**config.mk**
```make
export PLATFORM = sky130hd
export DESIGN_NAME = bracket_token_lexer_flat
export DESIGN_NICKNAME = d
export VERILOG_FILES = /design/src/hdl/btl_pkg.sv /design/src/hdl/btl_if.sv /design/src/hdl/btl_step.sv /design/src/hdl/bracket_token_lexer.sv /design/src/flat_wrapper.sv
export SDC_FILE = /design/constraint.sdc
export NUM_CORES = 1
export LEC_CHECK = 0
export BUFFER_PORTS_ARGS = -buffer_cell sky130_fd_sc_hd__clkbuf_2
export CORE_ASPECT_RATIO = 1.1
export CORE_UTILIZATION = 35
export DETAILED_ROUTE_END_ITERATION = 10
export GPL_TIMING_DRIVEN = 0
export PLACE_DENSITY = 0.55
export SLEW_MARGIN = 30
export SYNTH_ARGS = -nofsm -noshare
export SYNTH_HDL_FRONTEND = slang
export SYNTH_SLANG_ARGS = --single-unit
```
**constraint.sdc**
```tcl
create_clock -name clk -period 3.2 [get_ports clk]
set_input_delay 0.48 -clock clk [delete_from_list [all_inputs] [get_ports clk]]
set_output_delay 0.48 -clock clk [all_outputs]
set_load 0.05 [all_outputs]
```
**src/hdl/btl_pkg.sv**
```systemverilog
// Shared types, codes and character constants for the bracket token lexer.
package btl_pkg;

  typedef enum logic [3:0] {
    ST_EMPTY      = 4'd0,
    ST_FUNC_IN    = 4'd1,
    ST_FUNC_DONE  = 4'd2,
    ST_CONST_IN   = 4'd3,
    ST_CONST_DONE = 4'd4,
    ST_ESC_OPEN   = 4'd5,
    ST_ESC_CLOSE  = 4'd6,
    ST_VAR_OPEN   = 4'd7,
    ST_USE_IN     = 4'd8,
    ST_USE_DONE   = 4'd9,
    ST_BIND_IN    = 4'd10,
    ST_BIND_BANG  = 4'd11,
    ST_BIND_DONE  = 4'd12
  } lex_state_t;

  typedef enum logic [2:0] {
    KIND_NONE  = 3'd0,
    KIND_FUNC  = 3'd1,
    KIND_CONST = 3'd2,
    KIND_USE   = 3'd3,
    KIND_BIND  = 3'd4
  } kind_t;

  typedef enum logic [2:0] {
    ERR_OK      = 3'd0,
    ERR_OPENER  = 3'd1,
    ERR_FUNC    = 3'd2,
    ERR_CONST   = 3'd3,
    ERR_ESCAPE  = 3'd4,
    ERR_VAR     = 3'd5,
    ERR_DONE    = 3'd6
  } err_t;

  localparam logic [7:0] CH_LBRACE = 8'h7B;
  localparam logic [7:0] CH_RBRACE = 8'h7D;
  localparam logic [7:0] CH_LBRACK = 8'h5B;
  localparam logic [7:0] CH_RBRACK = 8'h5D;
  localparam logic [7:0] CH_LPAREN = 8'h28;
  localparam logic [7:0] CH_RPAREN = 8'h29;
  localparam logic [7:0] CH_BANG   = 8'h21;
  localparam logic [7:0] CH_BSLASH = 8'h5C;
  localparam logic [7:0] CH_QUOTE  = 8'h27;
  localparam logic [7:0] CH_N      = 8'h6E;
  localparam logic [7:0] CH_T      = 8'h74;
  localparam logic [7:0] CH_LF     = 8'h0A;
  localparam logic [7:0] CH_TAB    = 8'h09;

  typedef struct packed {
    lex_state_t st;
    logic [7:0] open_char;
    logic [7:0] close_char;
  } lex_ctx_t;

  typedef struct packed {
    logic       char_valid;
    logic [7:0] out_char;
    logic       started;
    logic       done_res;
    kind_t      token_kind;
    err_t       error_code;
  } lex_res_t;

  localparam lex_ctx_t CTX_RESET = '{st: ST_EMPTY, open_char: 8'h00, close_char: 8'h00};

endpackage

```
**src/hdl/btl_if.sv**
```systemverilog
// Valid/ready channel interfaces for the lexer input and result streams.
interface btl_in_if;
  logic       valid;
  logic       ready;
  logic       mode;
  logic [7:0] letter;

  modport source (output valid, output mode, output letter, input ready);
  modport sink (input valid, input mode, input letter, output ready);
endinterface

interface btl_out_if;
  logic       valid;
  logic       ready;
  logic       char_valid;
  logic [7:0] out_char;
  logic       started;
  logic       done_res;
  logic [2:0] token_kind;
  logic [2:0] error_code;

  modport source (output valid, output char_valid, output out_char, output started,
                  output done_res, output token_kind, output error_code, input ready);
  modport sink (input valid, input char_valid, input out_char, input started,
                input done_res, input token_kind, input error_code, output ready);
endinterface

```
**src/hdl/btl_step.sv**
```systemverilog
// Combinational lexer step: next context and result for one character.
module btl_step (
  input  btl_pkg::lex_ctx_t ctx,
  input  logic              mode,
  input  logic [7:0]        letter,
  output btl_pkg::lex_ctx_t ctx_nxt,
  output btl_pkg::lex_res_t res
);

  btl_pkg::lex_ctx_t nc;
  btl_pkg::err_t     err;
  logic              emit;
  logic [7:0]        ch;
  logic              is_open;
  logic              is_close;
  logic              is_curly;

  assign is_open  = (letter == ctx.open_char);
  assign is_close = (letter == ctx.close_char);
  assign is_curly = (letter == btl_pkg::CH_LBRACE) || (letter == btl_pkg::CH_RBRACE);

  always_comb begin
    nc   = ctx;
    err  = btl_pkg::ERR_OK;
    emit = 1'b0;
    ch   = letter;
    case (ctx.st)
      btl_pkg::ST_EMPTY: begin
        case (letter)
          btl_pkg::CH_LBRACE: nc = '{btl_pkg::ST_FUNC_IN, btl_pkg::CH_LBRACE, btl_pkg::CH_RBRACE};
          btl_pkg::CH_RBRACE: nc = '{btl_pkg::ST_FUNC_IN, btl_pkg::CH_RBRACE, btl_pkg::CH_LBRACE};
          btl_pkg::CH_LBRACK: nc = '{btl_pkg::ST_CONST_IN, btl_pkg::CH_LBRACK, btl_pkg::CH_RBRACK};
          btl_pkg::CH_RBRACK: nc = '{btl_pkg::ST_CONST_IN, btl_pkg::CH_RBRACK, btl_pkg::CH_LBRACK};
          btl_pkg::CH_LPAREN: nc = '{btl_pkg::ST_VAR_OPEN, btl_pkg::CH_LPAREN, btl_pkg::CH_RPAREN};
          btl_pkg::CH_RPAREN: nc = '{btl_pkg::ST_VAR_OPEN, btl_pkg::CH_RPAREN, btl_pkg::CH_LPAREN};
          default: err = btl_pkg::ERR_OPENER;
        endcase
      end
      btl_pkg::ST_FUNC_IN: begin
        if (letter == btl_pkg::CH_QUOTE || is_open || letter == btl_pkg::CH_BANG ||
            letter == btl_pkg::CH_LPAREN || letter == btl_pkg::CH_RPAREN) begin
          err = btl_pkg::ERR_FUNC;
        end else if (is_close) begin
          nc.st = btl_pkg::ST_FUNC_DONE;
        end else begin
          emit = 1'b1;
        end
      end
      btl_pkg::ST_CONST_IN: begin
        if (letter == btl_pkg::CH_BSLASH) begin
          nc.st = btl_pkg::ST_ESC_OPEN;
        end else if (is_open) begin
          err = btl_pkg::ERR_CONST;
        end else if (is_close) begin
          nc.st = btl_pkg::ST_CONST_DONE;
        end else begin
          emit = 1'b1;
        end
      end
      btl_pkg::ST_ESC_OPEN: begin
        if (letter == btl_pkg::CH_BSLASH) begin
          nc.st = btl_pkg::ST_CONST_IN;
          emit  = 1'b1;
        end else if (letter == btl_pkg::CH_N) begin
          nc.st = btl_pkg::ST_ESC_CLOSE;
          emit  = 1'b1;
          ch    = btl_pkg::CH_LF;
        end else if (letter == btl_pkg::CH_T) begin
          nc.st = btl_pkg::ST_ESC_CLOSE;
          emit  = 1'b1;
          ch    = btl_pkg::CH_TAB;
        end else if (letter == btl_pkg::CH_LBRACK || letter == btl_pkg::CH_RBRACK) begin
          nc.st = btl_pkg::ST_ESC_CLOSE;
          emit  = 1'b1;
        end else begin
          err = btl_pkg::ERR_ESCAPE;
        end
      end
      btl_pkg::ST_ESC_CLOSE: begin
        if (letter == btl_pkg::CH_BSLASH) begin
          nc.st = btl_pkg::ST_CONST_IN;
        end else begin
          err = btl_pkg::ERR_ESCAPE;
        end
      end
      btl_pkg::ST_VAR_OPEN: begin
        if (is_open || is_curly || letter == btl_pkg::CH_QUOTE) begin
          err = btl_pkg::ERR_VAR;
        end else if (is_close) begin
          nc.st = btl_pkg::ST_USE_DONE;
        end else if (letter == btl_pkg::CH_BANG) begin
          nc.st = btl_pkg::ST_BIND_IN;
        end else begin
          nc.st = btl_pkg::ST_USE_IN;
          emit  = 1'b1;
        end
      end
      btl_pkg::ST_USE_IN: begin
        if (is_open || letter == btl_pkg::CH_BANG || is_curly ||
            letter == btl_pkg::CH_QUOTE) begin
          err = btl_pkg::ERR_VAR;
        end else if (is_close) begin
          nc.st = btl_pkg::ST_USE_DONE;
        end else begin
          emit = 1'b1;
        end
      end
      btl_pkg::ST_BIND_IN: begin
        if (is_open || is_close || is_curly || letter == btl_pkg::CH_QUOTE) begin
          err = btl_pkg::ERR_VAR;
        end else if (letter == btl_pkg::CH_BANG) begin
          nc.st = btl_pkg::ST_BIND_BANG;
        end else begin
          emit = 1'b1;
        end
      end
      btl_pkg::ST_BIND_BANG: begin
        if (is_close) begin
          nc.st = btl_pkg::ST_BIND_DONE;
        end else begin
          err = btl_pkg::ERR_VAR;
        end
      end
      btl_pkg::ST_FUNC_DONE, btl_pkg::ST_CONST_DONE,
      btl_pkg::ST_USE_DONE, btl_pkg::ST_BIND_DONE: begin
        err = btl_pkg::ERR_DONE;
      end
      default: begin
        err = btl_pkg::ERR_OPENER;
      end
    endcase
    if (err != btl_pkg::ERR_OK) begin
      nc   = ctx;
      emit = 1'b0;
    end

    ctx_nxt = mode ? btl_pkg::CTX_RESET : nc;

    res.char_valid = emit && !mode;
    res.out_char   = res.char_valid ? ch : 8'h00;
    res.error_code = mode ? btl_pkg::ERR_OK : err;
    res.started    = (ctx_nxt.st != btl_pkg::ST_EMPTY);
    res.done_res   = (ctx_nxt.st == btl_pkg::ST_FUNC_DONE) ||
                     (ctx_nxt.st == btl_pkg::ST_CONST_DONE) ||
                     (ctx_nxt.st == btl_pkg::ST_USE_DONE) ||
                     (ctx_nxt.st == btl_pkg::ST_BIND_DONE);
    case (ctx_nxt.st)
      btl_pkg::ST_FUNC_IN, btl_pkg::ST_FUNC_DONE: res.token_kind = btl_pkg::KIND_FUNC;
      btl_pkg::ST_CONST_IN, btl_pkg::ST_CONST_DONE,
      btl_pkg::ST_ESC_OPEN, btl_pkg::ST_ESC_CLOSE: res.token_kind = btl_pkg::KIND_CONST;
      btl_pkg::ST_VAR_OPEN, btl_pkg::ST_USE_IN,
      btl_pkg::ST_USE_DONE: res.token_kind = btl_pkg::KIND_USE;
      btl_pkg::ST_BIND_IN, btl_pkg::ST_BIND_BANG,
      btl_pkg::ST_BIND_DONE: res.token_kind = btl_pkg::KIND_BIND;
      default: res.token_kind = btl_pkg::KIND_NONE;
    endcase
  end

endmodule

```
**src/hdl/bracket_token_lexer.sv**
```systemverilog
// Top level of the bracket token lexer: context register and result register.
// A result is registered and appears on the output channel in the cycle after its input transfer.
// Throughput: one character per cycle; the single result register refills in the
// same cycle it is drained, so the input stalls only while a result waits.
// Reset: synchronous active-low rst_n returns the lexer to the empty state with
// both bracket characters zero and the result register empty.
module bracket_token_lexer (
  input  logic      clk,
  input  logic      rst_n,
  btl_in_if.sink    in_ch,
  btl_out_if.source out_ch
);

  btl_pkg::lex_ctx_t ctx_r;
  btl_pkg::lex_ctx_t ctx_nxt;
  btl_pkg::lex_res_t res_nxt;
  btl_pkg::lex_res_t res_r;
  logic              out_valid_r;
  logic              in_xfer;

  assign in_ch.ready = !out_valid_r || out_ch.ready;
  assign in_xfer     = in_ch.valid && in_ch.ready;

  btl_step u_step (
    .ctx     (ctx_r),
    .mode    (in_ch.mode),
    .letter  (in_ch.letter),
    .ctx_nxt (ctx_nxt),
    .res     (res_nxt)
  );

  always_ff @(posedge clk) begin
    if (!rst_n) begin
      ctx_r       <= btl_pkg::CTX_RESET;
      out_valid_r <= 1'b0;
    end else begin
      if (in_xfer) begin
        ctx_r <= ctx_nxt;
      end
      if (in_ch.ready) begin
        out_valid_r <= in_ch.valid;
      end
    end
  end

  always_ff @(posedge clk) begin
    if (in_xfer) begin
      res_r <= res_nxt;
    end
  end

  assign out_ch.valid      = out_valid_r;
  assign out_ch.char_valid = res_r.char_valid;
  assign out_ch.out_char   = res_r.out_char;
  assign out_ch.started    = res_r.started;
  assign out_ch.done_res   = res_r.done_res;
  assign out_ch.token_kind = res_r.token_kind;
  assign out_ch.error_code = res_r.error_code;

endmodule

```
**src/flat_wrapper.sv**
```systemverilog
// flat-port wrapper written by rule: the top's interface ports become plain ports
module bracket_token_lexer_flat 
  (clk, rst_n, in_ch_valid, in_ch_mode, in_ch_letter, in_ch_ready, out_ch_valid, out_ch_char_valid, out_ch_out_char, out_ch_started, out_ch_done_res, out_ch_token_kind, out_ch_error_code, out_ch_ready);
  btl_in_if in_ch_i ();
  btl_out_if out_ch_i ();
  input  logic clk;
  input  logic rst_n;
  input wire logic [$bits(in_ch_i.valid)-1:0] in_ch_valid;
  input wire logic [$bits(in_ch_i.mode)-1:0] in_ch_mode;
  input wire logic [$bits(in_ch_i.letter)-1:0] in_ch_letter;
  output wire logic [$bits(in_ch_i.ready)-1:0] in_ch_ready;
  output wire logic [$bits(out_ch_i.valid)-1:0] out_ch_valid;
  output wire logic [$bits(out_ch_i.char_valid)-1:0] out_ch_char_valid;
  output wire logic [$bits(out_ch_i.out_char)-1:0] out_ch_out_char;
  output wire logic [$bits(out_ch_i.started)-1:0] out_ch_started;
  output wire logic [$bits(out_ch_i.done_res)-1:0] out_ch_done_res;
  output wire logic [$bits(out_ch_i.token_kind)-1:0] out_ch_token_kind;
  output wire logic [$bits(out_ch_i.error_code)-1:0] out_ch_error_code;
  input wire logic [$bits(out_ch_i.ready)-1:0] out_ch_ready;
  assign in_ch_i.valid = in_ch_valid;
  assign in_ch_i.mode = in_ch_mode;
  assign in_ch_i.letter = in_ch_letter;
  assign in_ch_ready = in_ch_i.ready;
  assign out_ch_valid = out_ch_i.valid;
  assign out_ch_char_valid = out_ch_i.char_valid;
  assign out_ch_out_char = out_ch_i.out_char;
  assign out_ch_started = out_ch_i.started;
  assign out_ch_done_res = out_ch_i.done_res;
  assign out_ch_token_kind = out_ch_i.token_kind;
  assign out_ch_error_code = out_ch_i.error_code;
  assign out_ch_i.ready = out_ch_ready;
  bracket_token_lexer u_core (.clk(clk), .rst_n(rst_n), .in_ch(in_ch_i), .out_ch(out_ch_i));
endmodule
```
### Word level (Yosys, flattened, before mapping)

Memories as Yosys holds them, arrays and structs flattened. A register that Yosys moved wholly into a read port is not among the register bits.
Cells that the tools add are included.

| storage, ports and cells | value |
|---|---|
| input bits | 13 |
| flip-flop bits (word level) | 35 |
| output and inout port bits | 19 |
| memories | 1 |
| ROM bits | 48 |

Memories:

| memory | words | bits a word | rd ports | clocked after memory_dff | wr ports | line | RTL |
|---|---|---|---|---|---|---|---|
| (no name shown) | 16 | 3 | 1 | 1 | 0 | btl_step.sv:147 | `case (ctx_nxt.st)` |

| operators by class | value |
|---|---|
| equal/unequal tests | 30 |
| reductions and logical operators | 30 |
| mux-type cells | 56 |

Operators by type and width:

| cell | number |
|---|---|
| case mux 20 bit (6 select lines) | 1 |
| 2-to-1 mux 4 bit | 16 |
| == test 8 x 7 -> 1 bit, second input constant | 7 |
| 2-to-1 mux 20 bit | 2 |
| case mux 4 bit (9 select lines) | 1 |
| == test 8 x 6 -> 1 bit, second input constant | 4 |
| 2-to-1 mux 8 bit | 4 |
| case mux 3 bit (10 select lines) | 1 |
| == test 4 bit, second input constant | 7 |
| 2-to-1 mux 3 bit | 9 |
| == test 4 x 3 -> 1 bit, second input constant | 5 |
| logical OR 1 bit | 18 |
| == test 8 bit | 2 |
| 2-to-1 mux 16 bit | 1 |
| 2-to-1 mux 1 bit | 15 |
| == test 4 x 2 -> 1 bit, second input constant | 3 |
| 2-to-1 mux 2 bit | 5 |
| nonzero test 7 bit | 1 |
| case mux 1 bit (6 select lines) | 1 |
| OR reduction 6 bit | 1 |
| == test 4 x 1 -> 1 bit, second input constant | 1 |
| logical NOT 4 bit | 1 |
| AND reduction 4 bit | 1 |
| nonzero test 4 bit | 1 |
| other kinds (6) | 8 |

### Longest topological paths before layout

Gate-level depths: netlist of the first run.

| logic depth | value |
|---|---|
| word-level depth | 14 |
| gate-level depth with buffers | 14 |

### Hierarchy

A second synthesis of the first run with hierarchy kept.

| unflattened totals | value |
|---|---|
| cell total of the unflattened synthesis | 362 |
| area, all modules | 3,011.6 um2 |

Modules (own cells, without submodules):

| module | seq. area each (um2) | area an instance (um2) | cells an instance | instances |
|---|---|---|---|---|
| btl_step | 0.0 | 1,624.1 | 252 | 1 |
| bracket_token_lexer | 930.9 | 1,387.6 | 110 | 1 |

### Worst setup path before layout of the first run

No wires, ideal clock.

| timing | value |
|---|---|
| kind | input port to flip-flop |
| start | input port in_ch_letter[5] |
| end | register u_core.out_ch.token_kind[0] (netlist name) |
| setup slack | -0.034 ns |
| required time | 2.929 ns |
| path buffers | 1 |
| library setup time | 0.271 ns |
| cell stages on the path | 12 |
| arrival | 2.964 ns |
| cells stage by stage | buf_4 > or4b_2 > a2111oi_2 > nor2_1 > o31ai_1 > a21boi_0 > o2111ai_1 > o21ai_0 > or2_1 > ha_1 > mux2i_1 > mux2i_1 |

| on the way | value |
|---|---|
| word-level cells in the longest chain between the ends | 10 |
| elaborated cells on any way between the ends | 65 |

RTL lines:

| item | line | RTL |
|---|---|---|
| start, declared | flat_wrapper.sv:10 | `input wire logic [$bits(in_ch_i.letter)-1:0] in_ch_letter;` |
| == test 8 x 7 -> 1 bit, or another cell as far along | btl_step.sv:29, btl_step.sv:72 |  |
| logical OR 1 bit (on tied branches) | btl_step.sv:72, btl_step.sv:40 |  |
| 2-to-1 mux 3 bit / logical OR 1 bit (equally long branches) | btl_step.sv:72, btl_step.sv:40 |  |
| 2-to-1 mux 3 bit / logical OR 1 bit (equally long branches) | btl_step.sv:68, btl_step.sv:40 |  |
| 2-to-1 mux 3 bit / logical OR 1 bit (equally long branches) | btl_step.sv:64, btl_step.sv:41 |  |
| 2-to-1 mux 3 bit / 2-to-1 mux 2 bit (equally long branches) | btl_step.sv:61, btl_step.sv:40 |  |
| case mux 3 bit (10 select lines) | btl_step.sv:27 | `case (ctx.st)` |
| nonzero test 3 bit | btl_step.sv:132 | `if (err != btl_pkg::ERR_OK) begin` |
| 2-to-1 mux 20 bit * | btl_step.sv:132 |  |
| 2-to-1 mux 20 bit * | btl_step.sv:137 | `ctx_nxt = mode ? btl_pkg::CTX_RESET : nc;` |

Mark *: on every way between the ends. The rest lies on a longest branch, timed or not. The select of a mux whose other input is x is not followed.
A chain may end at the register's enable or synchronous reset.

### Worst setup path in the final report of the first run

| timing | value |
|---|---|
| start | input port in_ch_letter[6] |
| end | register u_core.out_ch.token_kind[0] (netlist name) |

| on the way | value |
|---|---|
| word-level cells in the longest chain between the ends | 10 |
| elaborated cells on any way between the ends | 65 |

RTL lines:

| item | line |
|---|---|
| == test 8 x 7 -> 1 bit, or another cell as far along | btl_step.sv:29, btl_step.sv:72 |
| logical OR 1 bit (on tied branches) | btl_step.sv:72, btl_step.sv:40 |
| 2-to-1 mux 3 bit / logical OR 1 bit (equally long branches) | btl_step.sv:72, btl_step.sv:40 |
| 2-to-1 mux 3 bit / logical OR 1 bit (equally long branches) | btl_step.sv:68, btl_step.sv:40 |
| 2-to-1 mux 3 bit / logical OR 1 bit (equally long branches) | btl_step.sv:64, btl_step.sv:41 |
| 2-to-1 mux 3 bit / 2-to-1 mux 2 bit (equally long branches) | btl_step.sv:61, btl_step.sv:40 |
| case mux 3 bit (10 select lines) | btl_step.sv:27 |
| nonzero test 3 bit | btl_step.sv:132 |
| 2-to-1 mux 20 bit * | btl_step.sv:132 |
| 2-to-1 mux 20 bit * | btl_step.sv:137 |

Marked as above.

==> results of run 1 <==
## metal layers
metal	vias to the layer above	wire [µm]	track usage, %
li1	1085	-	-
met1	1079	2920	25.1
met2	96	2890	29.1
met4	0	139	6.94
met5	-	0	0
met3	15	357	3.35
## worst min-delay path: cells and delay by family
| kind | cells | cell delay [ns] |
|---|---|---|
| buffers and inverters | 2 | 0.13 |
| AO/OA/AOI/OAI | 1 | 0.06 |
## stage by stage
stage                     instance area, µm²  total power [W]  utilization, %
final                                   2850         0.000836            45.4
after detailed placement                2560         0.000551            40.8
after global placement                  2560         0.000549            40.8
after CTS                               2700         0.000839            43.0
after global routing                    2850         0.000869            45.4
after floorplan                         2310         0.000513               -
## path summary, 6_finish.rpt
kind | depth (start not counted) | slack, ns | end
hold reg to reg | 2 | 0.49 | u_core.ctx_r[1]
setup / recovery | 13 | 0.04 | u_core.out_ch.token_kind[0]
setup reg to reg | 12 | 0.05 | u_core.out_ch.token_kind[0]
hold / removal | 3 | 0.43 | u_core.out_ch.valid
## kinds of logic after synthesis
kind of cell | synth area share, %
adder cells (fa/ha/maj) | 2.18
multiplexers | 2.18
AND/OR/NAND/NOR | 32.1
buffers and inverters | 5.06
flip-flops | 32.6
XOR/XNOR | 4.19
AO/OA/AOI/OAI | 21.7
## area by class of cell
class                      count  area share [%]
clock inverter                 1           0.132
timing repair buffer          42            8.87
multi-input combinational    212            54.4
sequential                    29            26.4
clock buffer                   6            2.55
inverter                       9            1.19
buffer                        17            2.99
tap                           80            3.51
## what timing repair did
action,CTS,global route
gates resized for setup,9,22
setup buffers,4,10
setup endpoints to repair,5,5
hold endpoints to repair,0,0
pin swaps,5,8
## power by group through the flow
stage                     Clock, W  Combinational [W]  Sequential (W)
final                     0.000285           0.000143        0.000408
after global routing      0.000308           0.000153        0.000409
after CTS                 0.000293           0.000138        0.000408
after detailed placement         0           0.000135        0.000416
after global placement           0           0.000134        0.000415
after floorplan                  0          0.0000590        0.000454
## placed cells by master, fill, tap and decap left out, types with 3 or more instances in the layout
| cell | Yosys | layout |
|---|---|---|
| clkbuf_1 | 7 | 6 |
| o22ai_1 | 3 | 3 |
| buf_2 | 6 | 6 |
| clkbuf_8 | 0 | 5 |
| xor2_1 | 5 | 4 |
| a21oi_1 | 12 | 11 |
| or3_1 | 3 | 3 |
| dfxtp_1 | 12 | 11 |
| nor3_1 | 4 | 3 |
| a21boi_1 | 3 | 3 |
| buf_6 | 1 | 3 |
| edfxtp_1 | 17 | 17 |
| nand2b_1 | 5 | 5 |
| nor2_1 | 26 | 24 |
| and2_1 | 7 | 7 |
| nor2_2 | 1 | 3 |
| nand2_1 | 25 | 25 |
| clkbuf_2 | 0 | 30 |
| mux2i_1 | 5 | 4 |
| nand3_1 | 11 | 10 |
| a22oi_1 | 3 | 3 |
| nor2b_1 | 10 | 10 |
| nor4_1 | 4 | 4 |
| xnor2_1 | 6 | 6 |
| inv_1 | 9 | 8 |
| nand4b_1 | 5 | 5 |
| o21ai_0 | 6 | 5 |
| a21boi_0 | 4 | 4 |
| buf_4 | 1 | 13 |
| nand3b_1 | 3 | 3 |
| a31oi_1 | 6 | 6 |
## flip-flops by register name, summed over array words and instances, names as in the netlist
signal	flops
u_core.out_ch.started	1
u_core.out_ch.done_res	1
u_core.out_ch.valid	1
u_core.out_ch.error_code	3
u_core.out_ch.char_valid	1
u_core.out_ch.out_char	8
u_core.ctx_r	11
u_core.out_ch.token_kind	3
==> results.md, run 1 <==
- Leak: 1.08 nW
- Internal: 0.000591 W
- Clock Skew: 0.00903 ns
- F_max: 317 MHz
- Pin count of the biggest net entering global routing: 23
- Net Sw Power: 0.000245 W
- Mean routed wirelength per cell: 15.9 µm
- Number of H-tree levels: 2
- Fillcell total: 628
- Final hold violations: 0
- Hold Path Class: in2reg
- Cell taking the most area after synthesis: edfxtp_1
- Share of cells above drive strength 1: 28.8%
- Kind of critical path: in2reg
- Worst path cell trace: clkbuf_2, or3_4, a2111oi_4, buf_4, a21oi_4, a311oi_2, and4_4, nand2_8, mux2i_4, or2_4, ha_4, mux2i_1, mux2i_1
- Hold Startpoint: in_ch_valid
- Yosys warns: 0
- Clock slew at reported path FFs: 0.07 ns
- CTS tree: yes
- Initial core utilization: 36.7%
- Req. time, crit path: 3.21 ns
- Reg power frac: 48.8%
- Cell variety after synth: 70
- Count leader, synth: nor2_1
- Delay-heaviest family, CP: simple AND/OR/NAND/NOR gates
- Arr. time, crit path: 3.17 ns
- Clock Tree Root: clkbuf_8
- CTS Hold Bufs: 0
- Clock share of power: 34.1%
- Most used cell, CP: mux2i_1
- Pre-CTS setup slack: -0.538 ns
- FF+latch area: 752 µm²
- Number of diodes: 0
- Vias/cell: 5.74
- Synth Cell Area: 2300 µm²
- Final Critical Period: 3.16 ns
- Number of synthesized register bits: 29
- Slew Limit Fails: 0
- Worst-margin pin slew: 0.831 ns
- Main synth FF type: edfxtp_1
- Clock Latency Late Sink: 0.28 ns
- Port Buffers: 29
- Syn_nets: 284
- HPWL after detailed placement: 4.58 mm
- Status: complete, no violations
- Area grow syn2layout: 23.9%
- Slew HR: 44.5%
- Core Region: 6270 µm²
- Peak VDD IR: 0.136 mV
- DR DRC count: 0
- Longest Clk Path Bufs: 2
- WL final: 6.31 mm
- Final worst-path cycle share: 98.7%
- Final setup viols: 0
- Worst setup path startpoint: in_ch_letter[6]
- Area of the multi-input gates: 1550 µm²
- Mapped Cells: 267
- Placed instance count: 376
- Area contributors post-synth: edfxtp_1, dfxtp_1, nor2_1, nand2_1, nor2b_1
- Number of synthesized flops with an enable pin: 17
- DR pass1 iterations: 5
- Die Ht: 87.0 µm
- # rows: 30
- RSZ-0062 raised after global routing: true
- Asr flop ratio synth: 0%
- Final WS setup: 0.0431 ns
- CP max-delay cell: or3_4
- First-pass GRT wire length: 9.80 mm
- Routability Congestion: 0.975
- Sw Share: 29.3%
- Reg-to-reg critical path startpoint: u_core.ctx_r[6]
- CP endpoint kind: flop
- Maxcap violations: 0
- Io pins: 32
- Tot GR Track Use: 18.5%
- Drt first-iter violations: 205
- Synth cell count leaders: nor2_1, nand2_1, edfxtp_1
- Number of buffers created by CTS: 5
- PD cells: 294 nW/µm²
- Worst path bufs/invs: 2
- Final std cells w/o fill: 396
- Full die area: 6900 µm²
- Setup tns final: 0 ns
- Seq/Total Area, Yosys: 32.6%
- Crit path largest cell delay: 0.37 ns
- CTS Sinks: 29
- CP Max Fanout: 8
- Vias: 2,275
- Combinational fraction of design power: 17.1%
- Synth top area share: 22.2%
- Number of global-route vias before repair: 1,962
- Startpoint Class: input pin
- Routed Antenna Nets: 0
- Final nets: 333
- Hold WS: 0.435 ns
- Initial antenna violation count: 0
- Gr ovfl total: 0
- Die W: 79.3 µm
- Post-synthesis area per instance: 8.61 µm²
Note: power is estimated with default switching activity, not from simulation.
==> run 2, diff against run 1 <==
--- a/config.mk
+++ b/config.mk
@@ -6,7 +6,7 @@
 export NUM_CORES = 1
 export LEC_CHECK = 0
 export BUFFER_PORTS_ARGS = -buffer_cell sky130_fd_sc_hd__clkbuf_2
-export CORE_ASPECT_RATIO = 1.1
+export CORE_ASPECT_RATIO = 1.2
 export CORE_UTILIZATION = 35
 export DETAILED_ROUTE_END_ITERATION = 10
 export GPL_TIMING_DRIVEN = 0
==> run 2 against run 1 <==
Effect of this change:
- global-route usage is 0.61 points higher
- final area is 0.88% higher
- clock skew is 0.00079 ns higher
- maximum frequency is 1.1% higher
- sequential power hardly changed
- register-to-register slack better by 0.06 ns
- final cell count is 0.51% higher
- die area hardly changed
- hold slack better by 0.00091 ns
==> results.md, run 2 (synthesized netlist as in run 1, its figures left out) <==
- Die W: 76.0 µm
- Clock Tree Root: clkbuf_8
- Drt first-iter violations: 128
- Tot GR Track Use: 19.1%
- CP endpoint kind: flop
- Initial antenna violation count: 0
- DR pass1 iterations: 4
- CP max-delay cell: or3_4
- Fillcell total: 675
- PD cells: 322 nW/µm²
- Die Ht: 90.8 µm
- Most used cell, CP: mux2i_1
- Final hold violations: 0
- Final nets: 329
- Startpoint Class: input pin
- WL final: 6.25 mm
- Worst-margin pin slew: 0.859 ns
- Arr. time, crit path: 3.14 ns
- Leak: 1.09 nW
- Final Critical Period: 3.12 ns
- Area of the multi-input gates: 1560 µm²
- Slew Limit Fails: 0
- Clock Latency Late Sink: 0.29 ns
- Maxcap violations: 0
- CP Max Fanout: 9
- Number of buffers created by CTS: 5
- Post-route cell area: 2870 µm²
- Peak VDD IR: 0.175 mV
- Slew HR: 42.7%
- RSZ-0062 raised after global routing: true
- Routability Congestion: 0.953
- FF+latch area: 752 µm²
- Placed cell area: 2560 µm²
- Full die area: 6900 µm²
- F_max: 320 MHz
- Leading cell type in the layout, fill and taps excluded: clkbuf_2
- Final setup viols: 0
- Number of global-route vias before repair: 2,111
- DR DRC count: 0
- Worst path cell trace: clkbuf_8, or3_4, a2111oi_4, buf_6, a21oi_4, a311oi_2, and4_4, nand2_8, mux2i_4, or2_4, ha_4, mux2i_1, mux2i_1
- Vias/cell: 5.55
- Io pins: 32
- Area grow syn2layout: 25.0%
- Clock slew at reported path FFs: 0.07 ns
- Vias: 2,209
- Pin count of the biggest net entering global routing: 23
- First-pass GRT wire length: 10.5 mm
- Top reg by flops: u_core.ctx_r
- Crit path largest cell delay: 0.40 ns
- Core Region: 6410 µm²
- Most frequent cells in the layout: clkbuf_2, nand2_1, nor2_1
- Gr ovfl total: 0
- CTS tree: yes
- HPWL after detailed placement: 4.66 mm
- Final worst-path cycle share: 97.5%
- Max reg flops: 11
- Share of cells above drive strength 1: 27.8%
- Mean routed wirelength per cell: 15.7 µm
- Status: complete, no violations
- Clock Skew: 0.00982 ns
- Kind of critical path: in2reg
- Number of H-tree levels: 2
- Port Buffers: 29
- Longest Clk Path Bufs: 2
- Routed Antenna Nets: 0
- Hold Path Class: in2reg
- PnR Total Power: 0.000925 W
- CTS Sinks: 29
- Initial core utilization: 35.9%
- Req. time, crit path: 3.22 ns
- Number of diodes: 0
- # rows: 32
[run 2: cell count changes in the layout (fill, tap and decap cells not counted), sizes merged]
| cell | change |
|---|---|
| clkbuf | +3 |
| buf | -5 |
| clkinv | -1 |
[run 2: stage by stage]
| stage | setup WS [ns] | instances | utilization, % | hold slack (ns) | setup TNS (ns) |
|---|---|---|---|---|---|
| after floorplan | 0.0314 | 267 | - | 0.468 | 0 |
| after global placement | -0.570 | 381 | 40.0 | 0.485 | -2.51 |
| after detailed placement | -0.649 | 381 | 40.0 | 0.495 | -2.79 |
| after CTS | 0.0261 | 396 | 43.8 | 0.430 | 0 |
| after global routing | -0.0675 | 398 | 44.9 | 0.456 | -0.112 |
| final | 0.0789 | 398 | 44.9 | 0.436 | 0 |
[run 2: worst max-delay path: cells and delay by family]
kind | cells | cell delay, ns
muxes | 3 | 0.43
AOI/OAI and AO/OA | 3 | 0.64
and+or+nand+nor | 4 | 1.05
adders and majority gates | 1 | 0.21
buffers and inverters | 2 | 0.31
[run 2: worst paths after layout]
check | end | depth (start not counted) | slack (ns) | from
max | u_core.out_ch.token_kind[0] | 13 | 0.08 | in_ch_letter[4]
min | u_core.out_ch.valid | 3 | 0.44 | in_ch_valid
max reg2reg | u_core.out_ch.token_kind[0] | 12 | 0.11 | u_core.ctx_r[6]
min reg2reg | u_core.ctx_r[2] | 2 | 0.49 | u_core.ctx_r[2]
[run 2: repair_timing]
item | in CTS | in global routing
hold endpoints to repair | 0 | 0
setup buffers | 7 | 2
pin swaps | 10 | 5
hold buffers | 0 | 0
resized for setup | 17 | 13
cloned | 0 | 0
setup endpoints to repair | 5 | 5
[run 2: per-layer routing]
metal | GRT usage (%) | vias to the layer above | wire [µm] | share of wire, %
met5 | 0 | - | 0 | 0
met4 | 8.17 | 0 | 211 | 3.4
met3 | 4.04 | 21 | 271 | 4.3
met2 | 33.0 | 72 | 3070 | 49
met1 | 22.7 | 1041 | 2700 | 43
li1 | - | 1075 | - | -
[run 2: power by group]
group          internal, W  switching [W]  leakage, nW
combinational    0.0000394       0.000103        0.768
clock             0.000222       0.000153       0.0566
sequential        0.000405     0.00000268        0.270
total             0.000667       0.000258         1.09
[run 2: area by class of cell]
| cell class | count | area share [%] |
|---|---|---|
| buffer | 17 | 2.96 |
| clock buffer | 8 | 3.87 |
| inverter | 9 | 1.18 |
| multi-input combinational | 212 | 54.2 |
| sequential | 29 | 26.2 |
| tap | 85 | 3.70 |
| timing repair buffer | 38 | 7.97 |
